`config.mk`:
```
export PLATFORM = sky130hd
export DESIGN_NAME = led_frame_packetizer_crc8_core
export DESIGN_NICKNAME = d
export VERILOG_FILES = /design/src/sv/lfp_pkg.sv /design/src/sv/lfp_framer.sv /design/src/sv/lfp_serializer.sv /design/src/sv/led_frame_packetizer_crc8_core.sv
export VERILOG_INCLUDE_DIRS = /design/src /design/src/sv
export SDC_FILE = /design/constraint.sdc
export NUM_CORES = 1
export LEC_CHECK = 0
export BUFFER_PORTS_ARGS = -buffer_cell sky130_fd_sc_hd__buf_2
export CAP_MARGIN = 5
export CORE_UTILIZATION = 55
export DETAILED_ROUTE_END_ITERATION = 8
export GPL_ROUTABILITY_DRIVEN = 0
export PLACE_DENSITY = 0.85
export SETUP_SLACK_MARGIN = 0.5
export SLEW_MARGIN = 0
export SYNTH_ARGS = -nofsm -noshare
export SYNTH_HDL_FRONTEND = slang
export SYNTH_SLANG_ARGS = --single-unit
```
`constraint.sdc`:
```
create_clock -name clock -period 8.5 [get_ports clock]
set_input_delay 1.7 -clock clock [delete_from_list [all_inputs] [get_ports clock]]
set_output_delay 1.7 -clock clock [all_outputs]
set_load 0.05 [all_outputs]
```
`src/sv/led_frame_packetizer_crc8_core_defines.svh`:
```
// ----------------------------------------------------------------------------
// LED frame packetizer assertion macros
// Clocked property checks, compiled out when SYNTH is defined.
// ----------------------------------------------------------------------------
`ifndef LED_FRAME_PACKETIZER_CRC8_CORE_DEFINES_SVH
`define LED_FRAME_PACKETIZER_CRC8_CORE_DEFINES_SVH

`ifndef SYNTH

// ante true at an edge -> cons true at the same edge
`define LFP_ASSERT_SAME(lbl, ante, cons) \
   lbl: assert property (@(posedge clock) disable iff (reset) (ante) |-> (cons)) \
      else $error("lfp check failed: same-cycle implication");

// ante true at an edge -> cons true at the next edge
`define LFP_ASSERT_NEXT(lbl, ante, cons) \
   lbl: assert property (@(posedge clock) disable iff (reset) (ante) |=> (cons)) \
      else $error("lfp check failed: next-cycle implication");

`else

`define LFP_ASSERT_SAME(lbl, ante, cons)
`define LFP_ASSERT_NEXT(lbl, ante, cons)

`endif

`endif

```
`src/sv/lfp_pkg.sv`:
```
// ----------------------------------------------------------------------------
// LED frame packetizer package
// Shared types, register indexes, reset values and the CRC-8 byte update.
// ----------------------------------------------------------------------------
package lfp_pkg;

   localparam int BYTE_W     = 8;
   localparam int LEN_W      = 10;
   localparam int FNUM_W     = 8;
   localparam int MAX_BYTES  = 5;
   localparam int CNT_W      = 3;
   localparam int CSR_ADDR_W = 2;
   localparam int CSR_DATA_W = 10;

   localparam logic [BYTE_W-1:0] CRC_POLY = 8'h07;

   localparam logic [LEN_W-1:0]  LEN_RESET   = 10'd196;
   localparam logic [FNUM_W-1:0] FMAX_RESET  = 8'd60;
   localparam logic [BYTE_W-1:0] SYNC1_RESET = 8'hAA;
   localparam logic [BYTE_W-1:0] SYNC2_RESET = 8'h55;
   localparam logic [FNUM_W-1:0] FNUM_RESET  = 8'd1;

   typedef enum logic [CSR_ADDR_W-1:0] {
      CSR_PAYLOAD_LENGTH   = 2'd0,
      CSR_FRAME_NUMBER_MAX = 2'd1,
      CSR_SYNC_FIRST       = 2'd2,
      CSR_SYNC_SECOND      = 2'd3
   } csr_index_type;

   typedef struct packed {
      logic [LEN_W-1:0]  payload_length;
      logic [FNUM_W-1:0] frame_number_max;
      logic [BYTE_W-1:0] sync_first;
      logic [BYTE_W-1:0] sync_second;
   } cfg_type;

   // bytes of one request's packet slice, in send order from index 0
   typedef struct packed {
      logic [MAX_BYTES-1:0][BYTE_W-1:0] bytes;
      logic [CNT_W-1:0]                 count;
      logic                             closes;
   } entry_type;

   // MSB-first CRC-8 update of one byte
   function automatic logic [BYTE_W-1:0] crc8_byte(input logic [BYTE_W-1:0] crc,
                                                   input logic [BYTE_W-1:0] data);
      logic [BYTE_W-1:0] c;
      c = crc ^ data;
      for (int b = 0; b < BYTE_W; b++) begin
         if (c[BYTE_W-1]) begin
            c = {c[BYTE_W-2:0], 1'b0} ^ CRC_POLY;
         end else begin
            c = {c[BYTE_W-2:0], 1'b0};
         end
      end
      return c;
   endfunction

endpackage

```
`src/sv/lfp_framer.sv`:
```
// ----------------------------------------------------------------------------
// LED frame packetizer framer
// Frame state and the combinational build of each request's packet bytes.
// ----------------------------------------------------------------------------
module lfp_framer
   import lfp_pkg::*;
(
   input  logic              clock,
   input  logic              reset,
   input  cfg_type           cfg,
   input  logic              take,
   input  logic [BYTE_W-1:0] payload_byte,
   output entry_type         entry
);

   logic [BYTE_W-1:0] crc_ff,  crc_in;
   logic [LEN_W-1:0]  pos_ff,  pos_in;
   logic [FNUM_W-1:0] fnum_ff, fnum_in;

   logic              start;
   logic              last;
   logic [LEN_W:0]    taken;
   logic [LEN_W:0]    len_eff;
   logic [BYTE_W-1:0] crc_pre;
   logic [BYTE_W-1:0] crc_pay;
   logic [BYTE_W-1:0] crc_fin;

   assign start   = (pos_ff == '0);
   assign taken   = {1'b0, pos_ff} + {{LEN_W{1'b0}}, 1'b1};
   // zero length means the full 2^LEN_W bytes
   assign len_eff = (cfg.payload_length == '0) ? {1'b1, {LEN_W{1'b0}}}
                                               : {1'b0, cfg.payload_length};
   assign last    = (taken >= len_eff);

   assign crc_pre = start ? crc8_byte(crc8_byte('0, cfg.sync_first), cfg.sync_second)
                          : crc_ff;
   assign crc_pay = crc8_byte(crc_pre, payload_byte);
   assign crc_fin = crc8_byte(crc_pay, fnum_ff);

   always_comb begin
      logic [CNT_W-1:0] k;
      entry = '0;
      k     = '0;
      if (start) begin
         entry.bytes[0] = cfg.sync_first;
         entry.bytes[1] = cfg.sync_second;
         k = CNT_W'(2);
      end
      entry.bytes[k] = payload_byte;
      k = k + CNT_W'(1);
      if (last) begin
         entry.bytes[k]              = fnum_ff;
         entry.bytes[k + CNT_W'(1)]  = crc_fin;
         k = k + CNT_W'(2);
      end
      entry.count  = k;
      entry.closes = last;
   end

   always_comb begin
      crc_in  = crc_ff;
      pos_in  = pos_ff;
      fnum_in = fnum_ff;
      if (take) begin
         if (last) begin
            crc_in  = '0;
            pos_in  = '0;
            fnum_in = (fnum_ff >= cfg.frame_number_max) ? FNUM_RESET
                                                        : fnum_ff + FNUM_W'(1);
         end else begin
            crc_in = crc_pay;
            pos_in = taken[LEN_W-1:0];
         end
      end
   end

   always_ff @(posedge clock) begin
      if (reset) begin
         crc_ff  <= '0;
         pos_ff  <= '0;
         fnum_ff <= FNUM_RESET;
      end else begin
         crc_ff  <= crc_in;
         pos_ff  <= pos_in;
         fnum_ff <= fnum_in;
      end
   end

endmodule

```
`src/sv/lfp_serializer.sv`:
```
// ----------------------------------------------------------------------------
// LED frame packetizer serializer
// Holds one packet slice and sends its bytes one per handshake.
// ----------------------------------------------------------------------------
module lfp_serializer
   import lfp_pkg::*;
(
   input  logic              clock,
   input  logic              reset,
   input  logic              load,
   input  entry_type         entry,
   output logic              free,
   output logic              out_valid,
   input  logic              out_ready,
   output logic [BYTE_W-1:0] out_byte,
   output logic              out_last
);

   entry_type        entry_ff, entry_in;
   logic [CNT_W-1:0] idx_ff,   idx_in;
   logic             busy_ff,  busy_in;

   logic             final_byte;
   logic             pop;

   assign final_byte = (idx_ff == (entry_ff.count - CNT_W'(1)));
   assign pop        = busy_ff && out_ready;
   // slot frees up in the same cycle its last byte leaves
   assign free       = !busy_ff || (pop && final_byte);

   assign out_valid  = busy_ff;
   assign out_byte   = entry_ff.bytes[idx_ff];
   assign out_last   = entry_ff.closes && final_byte;

   always_comb begin
      entry_in = entry_ff;
      idx_in   = idx_ff;
      busy_in  = busy_ff;
      if (load) begin
         entry_in = entry;
         idx_in   = '0;
         busy_in  = 1'b1;
      end else if (pop) begin
         if (final_byte) begin
            busy_in = 1'b0;
         end else begin
            idx_in = idx_ff + CNT_W'(1);
         end
      end
   end

   always_ff @(posedge clock) begin
      entry_ff <= entry_in;
      if (reset) begin
         idx_ff  <= '0;
         busy_ff <= 1'b0;
      end else begin
         idx_ff  <= idx_in;
         busy_ff <= busy_in;
      end
   end

endmodule

```
`src/sv/led_frame_packetizer_crc8_core.sv`:
```
// ----------------------------------------------------------------------------
// LED frame packetizer with CRC-8 (poly 0x07)
// Wraps LED payload bytes into sync-framed packets closed by frame number and CRC.
// ----------------------------------------------------------------------------
//  channel | dir | data                      | side bits
//  req_    | in  | tdata[7:0] payload_byte   | -
//  rsp_    | out | tdata[7:0] out_byte       | tlast = frame_end (on CRC byte)
//  csr_    | in  | wdata[9:0], addr[1:0]     | we, no read-back
//
//  A request is built combinationally into 1 to 5 output bytes: 1 mid-frame, 3 at
//  frame start, 2 more at frame end (5 for one-byte frames); the single-byte rsp_
//  port then sends them one per cycle while rsp_tready is high.
//  The next request is taken in the cycle the previous one's last byte leaves.
//  Synchronous active-high reset; a stalled rsp_ holds its byte and req_tready.
// ----------------------------------------------------------------------------
`include "led_frame_packetizer_crc8_core_defines.svh"

module led_frame_packetizer_crc8_core
   import lfp_pkg::*;
(
   input  logic                  clock,
   input  logic                  reset,
   input  logic                  req_tvalid,
   output logic                  req_tready,
   input  logic [BYTE_W-1:0]     req_tdata,   // [7:0] payload_byte
   output logic                  rsp_tvalid,
   input  logic                  rsp_tready,
   output logic [BYTE_W-1:0]     rsp_tdata,   // [7:0] out_byte
   output logic                  rsp_tlast,
   input  logic                  csr_we,
   input  logic [CSR_ADDR_W-1:0] csr_addr,
   input  logic [CSR_DATA_W-1:0] csr_wdata
);

   cfg_type   cfg_ff, cfg_in;
   entry_type entry;
   logic      take;
   logic      free;

   always_comb begin
      cfg_in = cfg_ff;
      if (csr_we) begin
         case (csr_addr)
            CSR_PAYLOAD_LENGTH:   cfg_in.payload_length   = csr_wdata[LEN_W-1:0];
            CSR_FRAME_NUMBER_MAX: cfg_in.frame_number_max = csr_wdata[FNUM_W-1:0];
            CSR_SYNC_FIRST:       cfg_in.sync_first       = csr_wdata[BYTE_W-1:0];
            CSR_SYNC_SECOND:      cfg_in.sync_second      = csr_wdata[BYTE_W-1:0];
            default:              cfg_in = cfg_ff;
         endcase
      end
   end

   always_ff @(posedge clock) begin
      if (reset) begin
         cfg_ff.payload_length   <= LEN_RESET;
         cfg_ff.frame_number_max <= FMAX_RESET;
         cfg_ff.sync_first       <= SYNC1_RESET;
         cfg_ff.sync_second      <= SYNC2_RESET;
      end else begin
         cfg_ff <= cfg_in;
      end
   end

   assign req_tready = free;
   assign take       = req_tvalid && free;

   lfp_framer u_framer (
      .clock        (clock),
      .reset        (reset),
      .cfg          (cfg_ff),
      .take         (take),
      .payload_byte (req_tdata),
      .entry        (entry)
   );

   lfp_serializer u_serializer (
      .clock     (clock),
      .reset     (reset),
      .load      (take),
      .entry     (entry),
      .free      (free),
      .out_valid (rsp_tvalid),
      .out_ready (rsp_tready),
      .out_byte  (rsp_tdata),
      .out_last  (rsp_tlast)
   );

   // a new request only lands when the held slice is gone or leaving now
   `LFP_ASSERT_SAME(a_take_drains, req_tvalid && req_tready && rsp_tvalid, rsp_tready)
   // every accepted request shows a byte on the next cycle
   `LFP_ASSERT_NEXT(a_take_shows, req_tvalid && req_tready, rsp_tvalid)
   // nothing pending right after reset
   `LFP_ASSERT_SAME(a_reset_empty, $past(reset), !rsp_tvalid && req_tready)

endmodule
```
# [After elaboration in Yosys (flattened, before gate mapping)]
# Index checks and enable logic that the tools add are counted.
[classes] n_eq_ne=4 n_bitwise=36 n_addsub=7 reduce_logical=22 n_mux=55 n_lt_le_gt_ge=9
[ops] op="$bwmux W40" n=3
[ops] op="$mux W3" n=33
[ops] op="$not A3 Y3" n=32
[ops] op="$demux W8 S3" n=3
[ops] op="$mux W8" n=7
[ops] op="$mux W40" n=1
[ops] op="$bmux W8 S3" n=1
[ops] op="$xor A8 B8 Y8" n=3
[ops] op="$logic_not A10 Y1" n=2
[ops] op="$mux W16" n=1
[ops] op="$reduce_and A2 Y1" n=7
[ops] op="$lt A3 B4 Y1 const B" n=3
[ops] op="$add A10 B1 Y11 const B" n=1
[ops] op="$ge A11 B11 Y1" n=1
[ops] op="$mux W11" n=1
[ops] op="$mux W10" n=1
[ops] op="$add A8 B1 Y8 const B" n=1
[ops] op="$ge A8 B8 Y1" n=1
[ops] op="$logic_and A1 B1 Y1" n=7
[ops] op="$add A3 B1 Y3 const B" n=2
[ops] op="$ge A3 B1 Y1 const B" n=2
[ops] op="$eq A2 B2 Y1 const B" n=2
[ops] op="$lt A2 B4 Y1 const B" n=1
[ops] op="$reduce_bool A2 Y1" n=2
[ops] op="13 further kinds" n=15
[totals] output_inout_bits=11 register_bits=108 input_bits=25

# [Depth between registers and ports, before layout]
[depth] word_depth=70 ltp_mapped=14

# [Hierarchy]
# A second synthesis with hierarchy kept.
[hier_totals] hier_cells=666 area_unflattened_um2=6503.7
[by_module_without_submodules] mod="lfp_framer" instances=1 area_each_um2=3170.5 cells_each=413 seq_area_each_um2=520.5
[by_module_without_submodules] mod="lfp_serializer" instances=1 area_each_um2=1938.1 cells_each=115 seq_area_each_um2=1401.3
[by_module_without_submodules] mod="led_frame_packetizer_crc8_core" instances=1 area_each_um2=1395.1 cells_each=138 seq_area_each_um2=680.7

# [Worst setup path after synthesis]
# Ideal clock, no wire load.
[synth_path] kind="in2reg" startpoint="input rsp_tready" endpoint="register u_framer.fnum_ff[6]" arrival_ns=4.188 slack_ns=4.242 setup_ns=0.071 path_stages=7 required_time_ns=8.429 path_cell_list="nand2_1 nand2_1 nand2_1 inv_1 nand4_1 or3_1 a21oi_1"
[synth_via] elab_chain_cells=5
[synth_rtl] element="from (decl)" line="led_frame_packetizer_crc8_core.sv:27" source="input logic rsp_tready,"
[synth_rtl] element="$logic_and A1 B1 Y1" line="lfp_serializer.sv:27" source="assign pop = busy_ff && out_ready;"
[synth_rtl] element="$logic_and A1 B1 Y1" line="lfp_serializer.sv:29" source="assign free = !busy_ff || (pop && final_byte);"
[synth_rtl] element="$logic_or A1 B1 Y1" line="lfp_serializer.sv:29"
[synth_rtl] element="named net req_tready" line="led_frame_packetizer_crc8_core.sv:24" source="output logic req_tready,"
[synth_rtl] element="$logic_and A1 B1 Y1" line="led_frame_packetizer_crc8_core.sv:65" source="assign take = req_tvalid && free;"
[synth_rtl] element="named net take" line="led_frame_packetizer_crc8_core.sv:37" source="logic take;"
[synth_rtl] element="$reduce_and A2 Y1 (no source line)"
[synth_rtl] element="to (signal assigned)" line="lfp_framer.sv:85" source="fnum_ff <= fnum_in;"
[synth_rtl] element="to (decl)" line="lfp_framer.sv:18" source="logic [FNUM_W-1:0] fnum_ff, fnum_in;"
# The timed path passes the listed nets, and every way through them passes these cells.
# A chain may end at the register's enable or synchronous reset.

==> flow_summary.toml <==
[floorplanning]
die_x_um = 106.3
initial_utilization = 0.5747
io_pins = 36
die_area_um2 = 11300
die_h_um = 106.3
core-area_um2 = 10420
num_rows = 37

[cts]
cts-root-buf = "clkbuf_8"
cts_inserted_buffers = 9
cts_resized = 0
holdBufCountCts = 0
post_cts_buffers = 0
clk_path_buf_depth = 2
cts_sinks = 107
clk_pin_slew_ps = 100
clkLatencyLatePin_ps = 380
htreeDepth = 3
cts_tree = "done"

[logic_synthesis]
ys_ff_latch = 107
synth_area_per_cell_um2 = 9.623
synth_ff_type = "dfxtp_1"
synthArstFlopShare = 0
ys_top_cells_by_area = "edfxtp_1, dfxtp_1, nand2_1"
synthCells = 622
synth_commonest_cells = "nand2_1, dfxtp_1, xnor2_1"
synth_top_area_share = 0.2157
ys_warn_count = 0
syn-num-nets = 672
synth_area_um2 = 5986
synth-edff-count = 43
yosys.area.top_type = "edfxtp_1"
yosysMostFrequentCell = "nand2_1"
ys_types = 48
seq_area_frac_synth = 0.4298

[finish]
final_nets = 692
area_growth_pct = 8.090
antenna_cells = 0
drive_gt1_frac = 0.1175
stdcell_count = 783
fill_cells = 864

[setup_path]
crit_buf_inv = 2
reg2reg_slack_ps = 4210
crit_path_end_kind = "register"
worst_path_largest_cell_delay_ps = 700
critical_path.max_fanout = 32
required_ps = 8630
worstSetupPathType = "reg2reg"
reg2reg_depth = 12
reg2reg_from = "u_framer.pos_ff[0]$_SDFFE_PP0P_"
path_delay_family = "XOR/XNOR gates"
crit_chain = "inv_1, ha_1, nor2b_1, nand4_2, inv_2, mux2i_1, xnor2_1, xor3_1, xor2_2, xnor2_1, xor2_1, o21ai_1"
slowest_stage = "inv_2"
rr_endpoint = "u_serializer.entry_ff[22]$_DFFE_PP_"
worst_path_most_repeated_cell = "xnor2_1"
cp.arrival_ps = 4420
critPathLaunchType = "register"

[hold_path]
min-delay-start = "cfg_ff[32]$_SDFFE_PP0P_"
min_to = "cfg_ff[32]$_SDFFE_PP0P_"
worstHoldPathType = "reg2reg"
min_path_cells = 2

[pwr]
power_frac_clock = 0.232
sw_frac_of_total = 0.3422
p_leak_uw = 0.002767
fin_total_pwr_uw = 1495
p_sw_uw = 511.6
power-per-cell-area_nw_per_um2 = 231.1
power_frac_comb = 0.367
ir_drop_mv = 0.1298
pwr-share-seq = 0.400
intPower_uw = 983.3

[global_route]
gr-total-overflow = 0
first_global_vias = 4343
grt_max_degree = 49
grt_first_pass_wirelength_mm = 21.67
antenna_found_initial = 0
grt_use_total = 0.2486

[job]
drv_cap = 0

[timing]
fin_tns_setup_ps = 0
fin_crit_sh = 0.5044
fin_crit_ps = 4287
fmax_mhz = 233.2
worst_slack_ps = 4213
setup_viol = 0
worst_pin_slew_ps = 1138
relSlewSlack = 0.2387
rsz0062_at_grt = "no"
hold_viol_final = 0
maxSlewViolCount = 0
skew_ps = 16.86

[routing]
drc = 0
wire_per_inst_um = 17.02
drt_iter0_drc = 285
vias = 4475
post_drt_via_cell_ratio = 5.715
totalWireLength_mm = 13.33
drt_pre_antenna_iters = 5
drtAntennaViolNets = 0

[placed_design]
dp_hpwl_mm = 9.742
pre_cts_ws_ps = 4345
port_buffers = 35
dp.cells = 767

[outcome]
status = "completed"
-- power groups by stage --
stage	clock network (uW)	registers [uW]	logic (uW)
6_report	347	599	549
5_1_grt	366	603	591
4_1_cts	349	598	546
3_5_place_dp	0	610	538
3_3_place_gp	0	607	523
2_1_floorplan	0	601	446
-- layer usage --
layer	GRT usage	routed length [um]
met5	0	0
met4	0.09325	350
met3	0.04108	807
met2	0.4142	6345
met1	0.3243	5822
-- sequential cells by signal, indices dropped and copies added (netlist names) --
register	flops
cfg_ff	34
u_serializer.out_valid	1
u_framer.fnum_ff	8
u_serializer.entry_ff	43
u_framer.pos_ff	10
u_serializer.idx_ff	3
u_framer.crc_ff	8
-- stage by stage --
stage                 util  cell area [um^2]  hold slack [ps]
floorplan                -              5986            419.1
global placement    0.5996              6246            428.7
detailed placement  0.5996              6246            445.5
CTS                 0.6211              6470            468.5
global route        0.6211              6470            517.4
finish              0.6211              6470            475.2
-- cell usage in the layout, fill, tap and decap left out, types with 25 or more instances in the layout --
cell type	Yosys	final
xnor2_1	51	51
dfxtp_1	64	64
inv_1	32	31
edfxtp_1	43	43
buf_2	1	35
a21oi_1	26	26
ha_1	25	25
xor2_1	27	27
nor2_1	30	30
nand2_1	125	125
-- worst max-delay path by stage --
stage / startpoint / end / slack [ps] / cells after the start
finish: u_framer.pos_ff[0]$_SDFFE_PP0P_ / u_serializer.entry_ff[22]$_DFFE_PP_ / 4210 / 12
global route: u_framer.pos_ff[0]$_SDFFE_PP0P_ / u_serializer.entry_ff[22]$_DFFE_PP_ / 3910 / 12
floorplan: rsp_tready / u_framer.fnum_ff[6]$_SDFFE_PP0P_ / 4240 / 7
CTS: u_framer.pos_ff[0]$_SDFFE_PP0P_ / u_serializer.entry_ff[22]$_DFFE_PP_ / 4300 / 12
detailed placement: u_framer.pos_ff[0]$_SDFFE_PP0P_ / u_serializer.entry_ff[22]$_DFFE_PP_ / 4350 / 12
global placement: u_framer.pos_ff[0]$_SDFFE_PP0P_ / u_serializer.entry_ff[22]$_DFFE_PP_ / 4510 / 12
-- area by class of cell --
type                       count  area [um^2]  share of cell area
clock buffer                  10        127.6             0.01973
clock inverter                 6        96.34             0.01489
inverter                      33        123.9             0.01915
multi-input combinational    452         3174              0.4906
sequential                   107         2572              0.3976
tap                          136        170.2             0.02630
timing repair buffer          39        205.2             0.03172
-- worst reg2reg max path: cells and delay by family, from the launching register on --
family,cells,cell delay (ps)
XOR/XNOR,5,1760
multiplexers,1,180
flip-flops,1,380
AND/OR/NAND/NOR,2,730
adder cells (fa/ha/maj),1,130
AO/OA/AOI/OAI,1,100
buffers and inverters,2,780
-- logic make-up (layout without fill, tap and decap cells) --
| kind of cell | after synthesis | count (layout) | synth area share |
|---|---|---|---|
| XOR/XNOR | 92 | 92 | 0.1614 |
| flip-flops | 107 | 107 | 0.4298 |
| AO/OA/AOI/OAI | 88 | 88 | 0.09511 |
| adder cells (fa/ha/maj) | 25 | 25 | 0.05226 |
| multiplexers | 16 | 16 | 0.04348 |
| buffers and inverters | 63 | 88 | 0.03992 |
| AND/OR/NAND/NOR | 231 | 231 | 0.1781 |
No activity file was read; power rests on OpenSTA's default activity.
